`src/rtl/sha256_pkg.sv`:
```
`timescale 1ns / 1ps

package sha256_pkg;

    localparam int WORD_W   = 32;
    localparam int NUM_H    = 8;
    localparam int WIN_LEN  = 16;
    localparam int COUNT_W  = 61;
    localparam int FILL_W   = 6;
    localparam int ROUND_W  = 6;
    localparam int IDX_W    = 3;

    localparam logic [7:0] PAD_BYTE = 8'h80;
    localparam logic [FILL_W-1:0] FILL_LAST = 6'd63;
    localparam logic [FILL_W-1:0] FILL_LEN_START = 6'd56;
    localparam logic [ROUND_W-1:0] ROUND_LAST = 6'd63;
    localparam logic [IDX_W-1:0] IDX_LAST = 3'd7;

    localparam logic [WORD_W-1:0] INIT_H [NUM_H] = '{
        32'h6a09e667, 32'hbb67ae85, 32'h3c6ef372, 32'ha54ff53a,
        32'h510e527f, 32'h9b05688c, 32'h1f83d9ab, 32'h5be0cd19
    };

    localparam logic [WORD_W-1:0] ROUND_K [64] = '{
        32'h428a2f98, 32'h71374491, 32'hb5c0fbcf, 32'he9b5dba5,
        32'h3956c25b, 32'h59f111f1, 32'h923f82a4, 32'hab1c5ed5,
        32'hd807aa98, 32'h12835b01, 32'h243185be, 32'h550c7dc3,
        32'h72be5d74, 32'h80deb1fe, 32'h9bdc06a7, 32'hc19bf174,
        32'he49b69c1, 32'hefbe4786, 32'h0fc19dc6, 32'h240ca1cc,
        32'h2de92c6f, 32'h4a7484aa, 32'h5cb0a9dc, 32'h76f988da,
        32'h983e5152, 32'ha831c66d, 32'hb00327c8, 32'hbf597fc7,
        32'hc6e00bf3, 32'hd5a79147, 32'h06ca6351, 32'h14292967,
        32'h27b70a85, 32'h2e1b2138, 32'h4d2c6dfc, 32'h53380d13,
        32'h650a7354, 32'h766a0abb, 32'h81c2c92e, 32'h92722c85,
        32'ha2bfe8a1, 32'ha81a664b, 32'hc24b8b70, 32'hc76c51a3,
        32'hd192e819, 32'hd6990624, 32'hf40e3585, 32'h106aa070,
        32'h19a4c116, 32'h1e376c08, 32'h2748774c, 32'h34b0bcb5,
        32'h391c0cb3, 32'h4ed8aa4a, 32'h5b9cca4f, 32'h682e6ff3,
        32'h748f82ee, 32'h78a5636f, 32'h84c87814, 32'h8cc70208,
        32'h90befffa, 32'ha4506ceb, 32'hbef9a3f7, 32'hc67178f2
    };

    typedef enum logic [1:0] {
        SEL_MSG,
        SEL_PAD80,
        SEL_ZERO,
        SEL_LEN
    } byte_sel_t;

    typedef struct packed {
        logic                shift;
        byte_sel_t           sel;
        logic                count;
        logic                load;
        logic                round;
        logic                update;
        logic                init;
        logic [IDX_W-1:0]    len_idx;
        logic [ROUND_W-1:0]  round_idx;
        logic [IDX_W-1:0]    out_idx;
    } dp_cmd_t;

    typedef struct packed {
        logic [FILL_W-1:0] fill;
    } dp_status_t;

endpackage

```
`src/rtl/sha256_dp.sv`:
```
`timescale 1ns / 1ps

module sha256_dp (
    input  logic                  aclk,
    input  logic                  aresetn,
    input  sha256_pkg::dp_cmd_t   cmd,
    input  logic [7:0]            msg_byte,
    output sha256_pkg::dp_status_t status,
    output logic [31:0]           digest_word
);
    import sha256_pkg::*;

    logic [WORD_W-1:0]  hash_reg [NUM_H];
    logic [WORD_W-1:0]  hash_next [NUM_H];
    logic [WORD_W-1:0]  wv_reg [NUM_H];
    logic [WORD_W-1:0]  wv_next [NUM_H];
    logic [WORD_W-1:0]  win_reg [WIN_LEN];
    logic [WORD_W-1:0]  win_next [WIN_LEN];
    logic [COUNT_W-1:0] count_reg, count_next;
    logic [FILL_W-1:0]  fill_reg, fill_next;

    logic [63:0]        len_bits;
    logic [7:0]         byte_in;
    logic [WORD_W-1:0]  w_new, t1, t2;
    logic [WORD_W-1:0]  ssig0, ssig1, bsig0, bsig1, ch, mj;

    function automatic logic [WORD_W-1:0] rotr(input logic [WORD_W-1:0] v, input int s);
        rotr = (v >> s) | (v << (WORD_W - s));
    endfunction

    assign len_bits = {count_reg, 3'b000};

    always_comb begin
        unique case (cmd.sel)
            SEL_MSG:   byte_in = msg_byte;
            SEL_PAD80: byte_in = PAD_BYTE;
            SEL_ZERO:  byte_in = 8'h00;
            SEL_LEN:   byte_in = len_bits[{~cmd.len_idx, 3'b000} +: 8];
            default:   byte_in = 8'h00;
        endcase
    end

    always_comb begin
        ssig0 = rotr(win_reg[1], 7) ^ rotr(win_reg[1], 18) ^ (win_reg[1] >> 3);
        ssig1 = rotr(win_reg[14], 17) ^ rotr(win_reg[14], 19) ^ (win_reg[14] >> 10);
        w_new = win_reg[0] + ssig0 + win_reg[9] + ssig1;
        bsig1 = rotr(wv_reg[4], 6) ^ rotr(wv_reg[4], 11) ^ rotr(wv_reg[4], 25);
        ch    = (wv_reg[4] & wv_reg[5]) ^ (~wv_reg[4] & wv_reg[6]);
        t1    = wv_reg[7] + bsig1 + ch + ROUND_K[cmd.round_idx] + win_reg[0];
        bsig0 = rotr(wv_reg[0], 2) ^ rotr(wv_reg[0], 13) ^ rotr(wv_reg[0], 22);
        mj    = (wv_reg[0] & wv_reg[1]) ^ (wv_reg[0] & wv_reg[2]) ^ (wv_reg[1] & wv_reg[2]);
        t2    = bsig0 + mj;
    end

    always_comb begin
        hash_next  = hash_reg;
        wv_next    = wv_reg;
        win_next   = win_reg;
        count_next = count_reg;
        fill_next  = fill_reg;
        if (cmd.shift) begin
            for (int k = 0; k < WIN_LEN - 1; k++) begin
                win_next[k] = {win_reg[k][23:0], win_reg[k+1][31:24]};
            end
            win_next[WIN_LEN-1] = {win_reg[WIN_LEN-1][23:0], byte_in};
            fill_next = fill_reg + 6'd1;
        end
        if (cmd.count) begin
            count_next = count_reg + 61'd1;
        end
        if (cmd.load) begin
            wv_next = hash_reg;
        end
        if (cmd.round) begin
            for (int k = 0; k < WIN_LEN - 1; k++) begin
                win_next[k] = win_reg[k+1];
            end
            win_next[WIN_LEN-1] = w_new;
            wv_next[7] = wv_reg[6];
            wv_next[6] = wv_reg[5];
            wv_next[5] = wv_reg[4];
            wv_next[4] = wv_reg[3] + t1;
            wv_next[3] = wv_reg[2];
            wv_next[2] = wv_reg[1];
            wv_next[1] = wv_reg[0];
            wv_next[0] = t1 + t2;
        end
        if (cmd.update) begin
            for (int k = 0; k < NUM_H; k++) begin
                hash_next[k] = hash_reg[k] + wv_reg[k];
            end
        end
        if (cmd.init) begin
            hash_next  = INIT_H;
            count_next = '0;
            fill_next  = '0;
        end
    end

    always_ff @(posedge aclk) begin
        if (!aresetn) begin
            hash_reg  <= INIT_H;
            count_reg <= '0;
            fill_reg  <= '0;
        end else begin
            hash_reg  <= hash_next;
            count_reg <= count_next;
            fill_reg  <= fill_next;
        end
    end

    always_ff @(posedge aclk) begin
        wv_reg  <= wv_next;
        win_reg <= win_next;
    end

    assign status.fill = fill_reg;
    assign digest_word = hash_reg[cmd.out_idx];

endmodule

```
`src/rtl/sha256_ctrl.sv`:
```
`timescale 1ns / 1ps

module sha256_ctrl (
    input  logic                   aclk,
    input  logic                   aresetn,
    input  logic                   s_tvalid,
    output logic                   s_tready,
    input  logic                   byte_present,
    input  logic                   s_tlast,
    output logic                   m_tvalid,
    input  logic                   m_tready,
    output logic                   m_tlast,
    output sha256_pkg::dp_cmd_t    cmd,
    input  sha256_pkg::dp_status_t status
);
    import sha256_pkg::*;

    typedef enum logic [2:0] {
        ST_IDLE,
        ST_PAD80,
        ST_PADZ,
        ST_PADLEN,
        ST_LOAD,
        ST_ROUND,
        ST_UPDATE,
        ST_OUT
    } state_t;

    state_t              state_reg, state_next;
    state_t              resume_reg, resume_next;
    logic [ROUND_W-1:0]  round_reg, round_next;
    logic [IDX_W-1:0]    len_reg, len_next;
    logic [IDX_W-1:0]    out_reg, out_next;
    logic                block_full;

    assign block_full = (status.fill == FILL_LAST);

    always_comb begin
        state_next  = state_reg;
        resume_next = resume_reg;
        round_next  = round_reg;
        len_next    = len_reg;
        out_next    = out_reg;
        cmd           = '0;
        cmd.sel       = SEL_MSG;
        cmd.len_idx   = len_reg;
        cmd.round_idx = round_reg;
        cmd.out_idx   = out_reg;
        unique case (state_reg)
            ST_IDLE: begin
                if (s_tvalid) begin
                    cmd.shift = byte_present;
                    cmd.count = byte_present;
                    if (byte_present && block_full) begin
                        state_next  = ST_LOAD;
                        resume_next = s_tlast ? ST_PAD80 : ST_IDLE;
                    end else if (s_tlast) begin
                        state_next = ST_PAD80;
                    end
                end
            end
            ST_PAD80: begin
                cmd.shift = 1'b1;
                cmd.sel   = SEL_PAD80;
                if (block_full) begin
                    state_next  = ST_LOAD;
                    resume_next = ST_PADZ;
                end else begin
                    state_next = ST_PADZ;
                end
            end
            ST_PADZ: begin
                if (status.fill == FILL_LEN_START) begin
                    state_next = ST_PADLEN;
                    len_next   = '0;
                end else begin
                    cmd.shift = 1'b1;
                    cmd.sel   = SEL_ZERO;
                    if (block_full) begin
                        state_next  = ST_LOAD;
                        resume_next = ST_PADZ;
                    end
                end
            end
            ST_PADLEN: begin
                cmd.shift = 1'b1;
                cmd.sel   = SEL_LEN;
                len_next  = len_reg + 3'd1;
                if (len_reg == IDX_LAST) begin
                    state_next  = ST_LOAD;
                    resume_next = ST_OUT;
                end
            end
            ST_LOAD: begin
                cmd.load   = 1'b1;
                round_next = '0;
                state_next = ST_ROUND;
            end
            ST_ROUND: begin
                cmd.round  = 1'b1;
                round_next = round_reg + 6'd1;
                if (round_reg == ROUND_LAST) begin
                    state_next = ST_UPDATE;
                end
            end
            ST_UPDATE: begin
                cmd.update = 1'b1;
                out_next   = '0;
                state_next = resume_reg;
            end
            ST_OUT: begin
                if (m_tready) begin
                    out_next = out_reg + 3'd1;
                    if (out_reg == IDX_LAST) begin
                        cmd.init   = 1'b1;
                        state_next = ST_IDLE;
                    end
                end
            end
            default: state_next = ST_IDLE;
        endcase
    end

    always_ff @(posedge aclk) begin
        if (!aresetn) begin
            state_reg  <= ST_IDLE;
            resume_reg <= ST_IDLE;
            round_reg  <= '0;
            len_reg    <= '0;
            out_reg    <= '0;
        end else begin
            state_reg  <= state_next;
            resume_reg <= resume_next;
            round_reg  <= round_next;
            len_reg    <= len_next;
            out_reg    <= out_next;
        end
    end

    assign s_tready = (state_reg == ST_IDLE);
    assign m_tvalid = (state_reg == ST_OUT);
    assign m_tlast  = (out_reg == IDX_LAST);

endmodule

```
`src/rtl/sha256_message_hasher_top.sv`:
```
`timescale 1ns / 1ps

// SHA-256 hasher. Feed the message one byte per word: tdata carries the byte,
// tuser[0] says a byte is present, and tlast closes the message (a word with
// tuser[0] low and tlast high closes it without a byte, so the empty message
// works). A byte word is taken whenever the input is ready; every 64th byte stalls the
// input for a compression (load, 64 rounds of one round per cycle, hash update).
// Closing a message pads the block (0x80, then zeros: up to 64 bytes, plus 8 for
// the length), runs one or two more compressions, then emits the eight digest
// words H0 first with the index on tuser and tlast on H7.
// The input is held off until the last digest word is taken.

module sha256_message_hasher_top (
    input  logic        aclk,
    input  logic        aresetn,
    input  logic        s_tvalid,
    output logic        s_tready,
    input  logic [7:0]  s_tdata,   // [7:0] data_byte
    input  logic [0:0]  s_tuser,   // [0] byte_present
    input  logic        s_tlast,
    output logic        m_tvalid,
    input  logic        m_tready,
    output logic [31:0] m_tdata,   // [31:0] digest_word
    output logic [2:0]  m_tuser,   // [2:0] word_number
    output logic        m_tlast
);
    import sha256_pkg::*;

    dp_cmd_t    cmd;
    dp_status_t status;

    sha256_ctrl u_ctrl (
        .aclk         (aclk),
        .aresetn      (aresetn),
        .s_tvalid     (s_tvalid),
        .s_tready     (s_tready),
        .byte_present (s_tuser[0]),
        .s_tlast      (s_tlast),
        .m_tvalid     (m_tvalid),
        .m_tready     (m_tready),
        .m_tlast      (m_tlast),
        .cmd          (cmd),
        .status       (status)
    );

    sha256_dp u_dp (
        .aclk        (aclk),
        .aresetn     (aresetn),
        .cmd         (cmd),
        .msg_byte    (s_tdata),
        .status      (status),
        .digest_word (m_tdata)
    );

    assign m_tuser = cmd.out_idx;

endmodule

```
`config.mk`:
```
export PLATFORM = sky130hd
export DESIGN_NAME = sha256_message_hasher_top
export DESIGN_NICKNAME = d
export VERILOG_FILES = /design/src/rtl/sha256_pkg.sv /design/src/rtl/sha256_dp.sv /design/src/rtl/sha256_ctrl.sv /design/src/rtl/sha256_message_hasher_top.sv
export SDC_FILE = /design/constraint.sdc
export NUM_CORES = 2
export LEC_CHECK = 0
export BUFFER_PORTS_ARGS = -buffer_cell sky130_fd_sc_hd__buf_2
export CORE_AREA = 5 5 361 363
export DETAILED_ROUTE_END_ITERATION = 12
export DIE_AREA = 0 0 366 368
export GPL_TIMING_DRIVEN = 1
export HOLD_SLACK_MARGIN = 0.1
export PLACE_DENSITY_LB_ADDON = 0.25
export SKIP_CTS_REPAIR_TIMING = 1
export SYNTH_ARGS = -nofsm -noshare
export SYNTH_HDL_FRONTEND = slang
export SYNTH_SLANG_ARGS = --single-unit
export TNS_END_PERCENT = 10
```
`constraint.sdc`:
```
create_clock -name aclk -period 23.3 [get_ports aclk]
set_input_delay 4.66 -clock aclk [delete_from_list [all_inputs] [get_ports aclk]]
set_output_delay 4.66 -clock aclk [all_outputs]
set_load 0.005 [all_outputs]
```
**Yosys cells after proc, flatten, opt, wreduce, memory -nomap -nowiden**

Memories as Yosys holds them, arrays and structs flattened.
Cells that the tools add are included.

- Add/subtract/negate cells: 23
- $lt $le $gt $ge: 2
- Equality and inequality tests: 25
- Shifts and indexed selects: 1
- Multiplexer cells: 44
- Bitwise operators: 31
- Reductions and logical operators: 15

Operator list:

| cell | number |
|---|---|
| $mux 512 | 2 |
| $add 32x32->32 | 18 |
| $mux 256 | 2 |
| $xor 32x32->32 | 9 |
| $and 32x32->32 | 5 |
| $mux 32 | 4 |
| $bmux 32 s3 | 1 |
| $shiftx 64x7->8 | 1 |
| $add 61x1->61 const B | 1 |
| $mux 3 | 18 |
| $not 32->32 | 1 |
| $or 10x32->32 | 1 |
| $or 13x32->32 | 1 |
| $or 14x32->32 | 1 |
| $or 15x32->32 | 1 |
| $or 19x32->32 | 1 |
| $or 21x32->32 | 1 |
| $or 25x32->32 | 1 |
| $or 26x32->32 | 1 |
| $or 30x32->32 | 1 |
| $or 7x32->32 | 1 |
| $pmux 8 s4 | 1 |
| $xor 32x22->32 | 1 |
| $xor 32x29->32 | 1 |
| 33 further kinds | 66 |

- Bits in registers: 1109
- Bits in read-only memories: 2048
- Bits of input ports: 14
- Output and inout bits: 38
- Word-level logic and storage cells: 181
- Memories: 1

Memories:

| name | words | width | read ports | clocked after memory_dff | write ports | RTL line | text |
|---|---|---|---|---|---|---|---|
| (no name shown) | 64 | 32 | 1 | 0 | 0 | sha256_dp.sv:49 | `t1 = wv_reg[7] + bsig1 + ch + ROUND_K[cmd.round_idx] + win_reg[0];` |

**Depth between registers and ports, before layout**

- Depth after elaboration: 9
- Gate-level depth with buffers: 39
- Depth with buffers taken out: 37

**By module**

Synthesis repeated with hierarchy kept, for this count alone.

- Cells, all modules: 7163
- Area total of the unflattened synthesis: 75478.6 sq um

By module, submodules not included:

| module | instances | cells each | area each (sq um) | seq. area each (sq um) |
|---|---|---|---|---|
| sha256_dp | 1 | 7010 | 74287.5 | 29528.3 |
| sha256_ctrl | 1 | 153 | 1191.1 | 360.3 |

**Least setup slack after synthesis**

No wires, ideal clock.

- Path kind: reg2reg
- Start: register u_ctrl.state_reg[1]
- End: register u_dp.win_reg[0] (netlist name) (enable)
- Library setup time: 4.924 ns
- Arrival time: 16.668 ns
- Setup slack: 1.707 ns
- Cell stages (with the launch flop): 8
- Period minus slack after synthesis: 21.593 ns
- Cells stage by stage: dfxtp_1 -> buf_6 -> nand2b_1 -> inv_1 -> nand2_1 -> clkbuf_1 -> clkbuf_1 -> nand3_1

- Word-level cells in the longest chain between the ends: 4
- Elaborated cells between the ends (all ways): 9
- Those cells by class: 4 x eq/ne; 2 x mux; 3 x reduce/logical

Ends and longest elaborated chain:

| item | RTL line | text |
|---|---|---|
| from (decl) | sha256_ctrl.sv:29 | `state_t state_reg, state_next;` |
| from (signal assigned) | sha256_ctrl.sv:132 | `state_reg <= state_next;` |
| $eq 3x1->1 / $eq 3x2->1 (equally long branches) | sha256_ctrl.sv:49 | `unique case (state_reg)` |
| $reduce_or 2->1 (no line) | - |  |
| $pmux 1 s3 | sha256_ctrl.sv:49 |  |
| $reduce_bool 2->1 (no line) * | - |  |
| to (signal assigned) | sha256_dp.sv:114 | `win_reg <= win_next;` |
| to (decl) | sha256_dp.sv:17 | `logic [WORD_W-1:0] win_reg [WIN_LEN];` |

Mark *: on every way between the ends. The rest lies on a longest branch, timed or not.
A chain may end at the register's enable or synchronous reset.

==> flow_metrics.py <==
metrics = {
    "timing": {
        "finalHoldViolCount": 0,
        "tightest_slew_ns": 1.29,
        "fmax_mhz": 97.9,
        "slew_headroom_pct": 12.1,
        "period_share_pct": 43.8,
        "rsz0062_at_grt": "no",
        "finalSetupTns_ns": 0,
        "setup_viol": 0,
        "period_needed_ns": 10.21,
        "drv_slew": 0,
        "clock_skew_ns": 0.0327,
    },
    "worst_setup_path": {
        "crit_type": "reg2reg",
        "crit_path_end_kind": "register",
        "crit_top_cell": "fa_1",
        "critPathSlowestCell": "a2111oi_0",
        "crit_buf_inv": 3,
        "worstPathMaxFanout": 19,
        "slowest_delay_ns": 1.15,
        "start_kind": "register",
        "crit_required_ns": 23.78,
        "r2r-start": "u_ctrl.round_reg[0]",
        "startpoint": "u_ctrl.round_reg[0]",
        "arrival_ns": 10.69,
        "critical-path-top-delay-family": "compound AO/OA/AOI/OAI gates",
    },
    "synth": {
        "synth_cell_type_count": 94,
        "synthFlopType": "edfxtp_1",
        "avgSynthCellArea_um2": 8.95,
        "ys_ff_latch": 1109,
        "syn_area_um2": 74200,
        "synthArstFlopShare_pct": 0,
        "synth_fp_nets": 8899,
        "synth_top_cell_by_area": "edfxtp_1",
        "yosysWarnings": 0,
        "seq_area_frac_synth_pct": 40.3,
        "synthCells": 8289,
        "yosysTopAreaCellShare_pct": 31.1,
        "synth_edf_count": 768,
        "yosys-top-cells-area": "edfxtp_1, nand2_1, dfxtp_1",
    },
    "hold_path": {
        "min_path_type": "reg2reg",
        "min_from": "u_dp.hash_reg[94]",
    },
    "routing": {
        "drc_errors": 0,
        "first_pass_iters": 6,
        "met3_length_um": 23100,
        "met2_length_um": 96100,
        "wire_per_inst_um": 23.1,
        "dr.first_iter.drc_count": 7674,
        "routed.top_layer": "met5",
        "antenna_left": 0,
        "vias": 60700,
        "viasPerCell": 6.19,
        "met1_length_um": 99700,
        "wl_um": 227000,
    },
    "global_route": {
        "grt_max_degree": 210,
        "overflow": 0,
        "grt_util_all_layers_pct": 32.7,
        "grt_pass1_wl_um": 344000,
        "grt_pass1_vias": 56200,
        "grt_antenna_before_repair": 7,
    },
    "clocking": {
        "clk_path_buf_depth": 3,
        "root_buffer": "clkbuf_16",
        "clk_latency_ns": 0.77,
        "clock_sinks": 1109,
        "cts_max_level": 3,
        "clk_pin_slew_ns": 0.06,
        "cts_made_buffers": 121,
        "cts_tree": "yes",
    },
    "layout": {
        "syn_to_final_growth_pct": 6.91,
        "drive_gt1_share_pct": 5.99,
        "fill_cells": 10600,
        "final_util_pct": 62.6,
        "nets": 8652,
        "largest_reg_flops": 512,
    },
    "floorplan": {
        "core_um2": 127000,
        "io_pins": 52,
        "die_area_um2": 135000,
        "dieHeight_um": 368,
        "start_util_pct": 58.6,
        "rows": 131,
        "die_x_um": 366,
    },
    "placed_design": {
        "place.gp.congestion": 0.986,
        "port_buffers": 51,
        "dp_hpwl_um": 165000,
    },
    "outcome": {
        "status": "completed",
    },
    "job": {
        "max-cap-violations": 0,
    },
}
==> synth_stat cells, types with 23 or more instances <==
cell,instances
nand2_1,2567
edfxtp_1,768
a21oi_1,474
clkbuf_1,419
ha_1,401
xnor2_1,401
o21ai_0,365
dfxtp_1,341
nor2_1,315
inv_1,295
xor2_1,212
fa_1,195
a21o_1,175
nand3_1,133
o211ai_1,99
mux4_2,83
nor3_1,70
a211oi_1,63
nor2b_1,63
o21a_1,62
nand2b_1,60
buf_1,48
mux2i_1,44
a31oi_1,43
and3_1,42
mux2_2,41
nand4_1,37
o31ai_1,37
o21bai_1,36
or3_1,35
maj3_1,26
and2_1,23
==> final timing paths <==
kind | endpoint | slack [ns] | depth (start not counted)
max | u_dp.wv_reg[123] | 13.09 | 32
min | u_dp.hash_reg[94] | 0.49 | 2
max reg2reg | u_dp.wv_reg[123] | 13.09 | 32
min reg2reg | u_dp.hash_reg[94] | 0.49 | 2
==> stage by stage <==
stage / cell area (µm²) / instances / hold WS [ns] / setup WS (ns)
6_report: 79300 / 9812 / 0.491 / 13.09
5_1_grt: 79300 / 9811 / 0.509 / 12.49
4_1_cts: 79300 / 9811 / 0.490 / 13.32
3_5_place_dp: 75300 / 9581 / 0.481 / 13.35
3_3_place_gp: 75300 / 9581 / 0.473 / 13.54
2_1_floorplan: 74200 / 8289 / 0.452 / 1.71
==> layer usage <==
layer	vias up	GRT usage [%]
met4	6	10.6
met1	29400	49.0
li1	28100	-
met5	-	0
met2	2821	47.8
met3	413	6.44
==> final cells by class <==
type                            instances  area (µm²)  share of cell area [%]
Multi-Input combinational cell       6406       41500                    52.2
Sequential cell                      1109       29900                    37.7
Clock buffer                          162        3330                    4.19
Tap cell                             1662        2080                    2.62
Inverter                              296        1120                    1.41
Timing Repair Buffer                  108         746                   0.940
Clock inverter                         68         713                   0.899
Antenna cell                            1        2.50                 0.00315
==> worst register-to-register path: cells and delay by family (launching register included) <==
family	cells	cell delay [ns]
DFF	1	0.78
AOI/OAI and AO/OA	12	3.54
and+or+nand+nor	7	1.45
xor gates and xnor gates	2	0.38
muxes	1	0.51
adders and majority gates	7	2.73
buffers and inverters	3	0.58
==> cells in the final DEF (no fill, tap or decap), drive strengths merged, types with 162 or more instances in the layout <==
cell,count
o21ai,384
ha,401
a21o,175
nor2,315
nand2,2569
fa,195
dfxtp,341
clkbuf,162
inv,300
xnor2,401
edfxtp,768
xor2,212
a21oi,474
==> cells by family after synthesis <==
family                   synth area share [%]
AO/OA/AOI/OAI                            13.5
flip-flops                               40.3
buffers and inverters                    3.96
XOR/XNOR                                 7.26
adder cells (fa/ha/maj)                  12.4
multiplexers                             3.73
AND/OR/NAND/NOR                          18.9
Power is not shown: default switching activity piles up to over one toggle a cycle in this logic, so the estimate is an artifact.
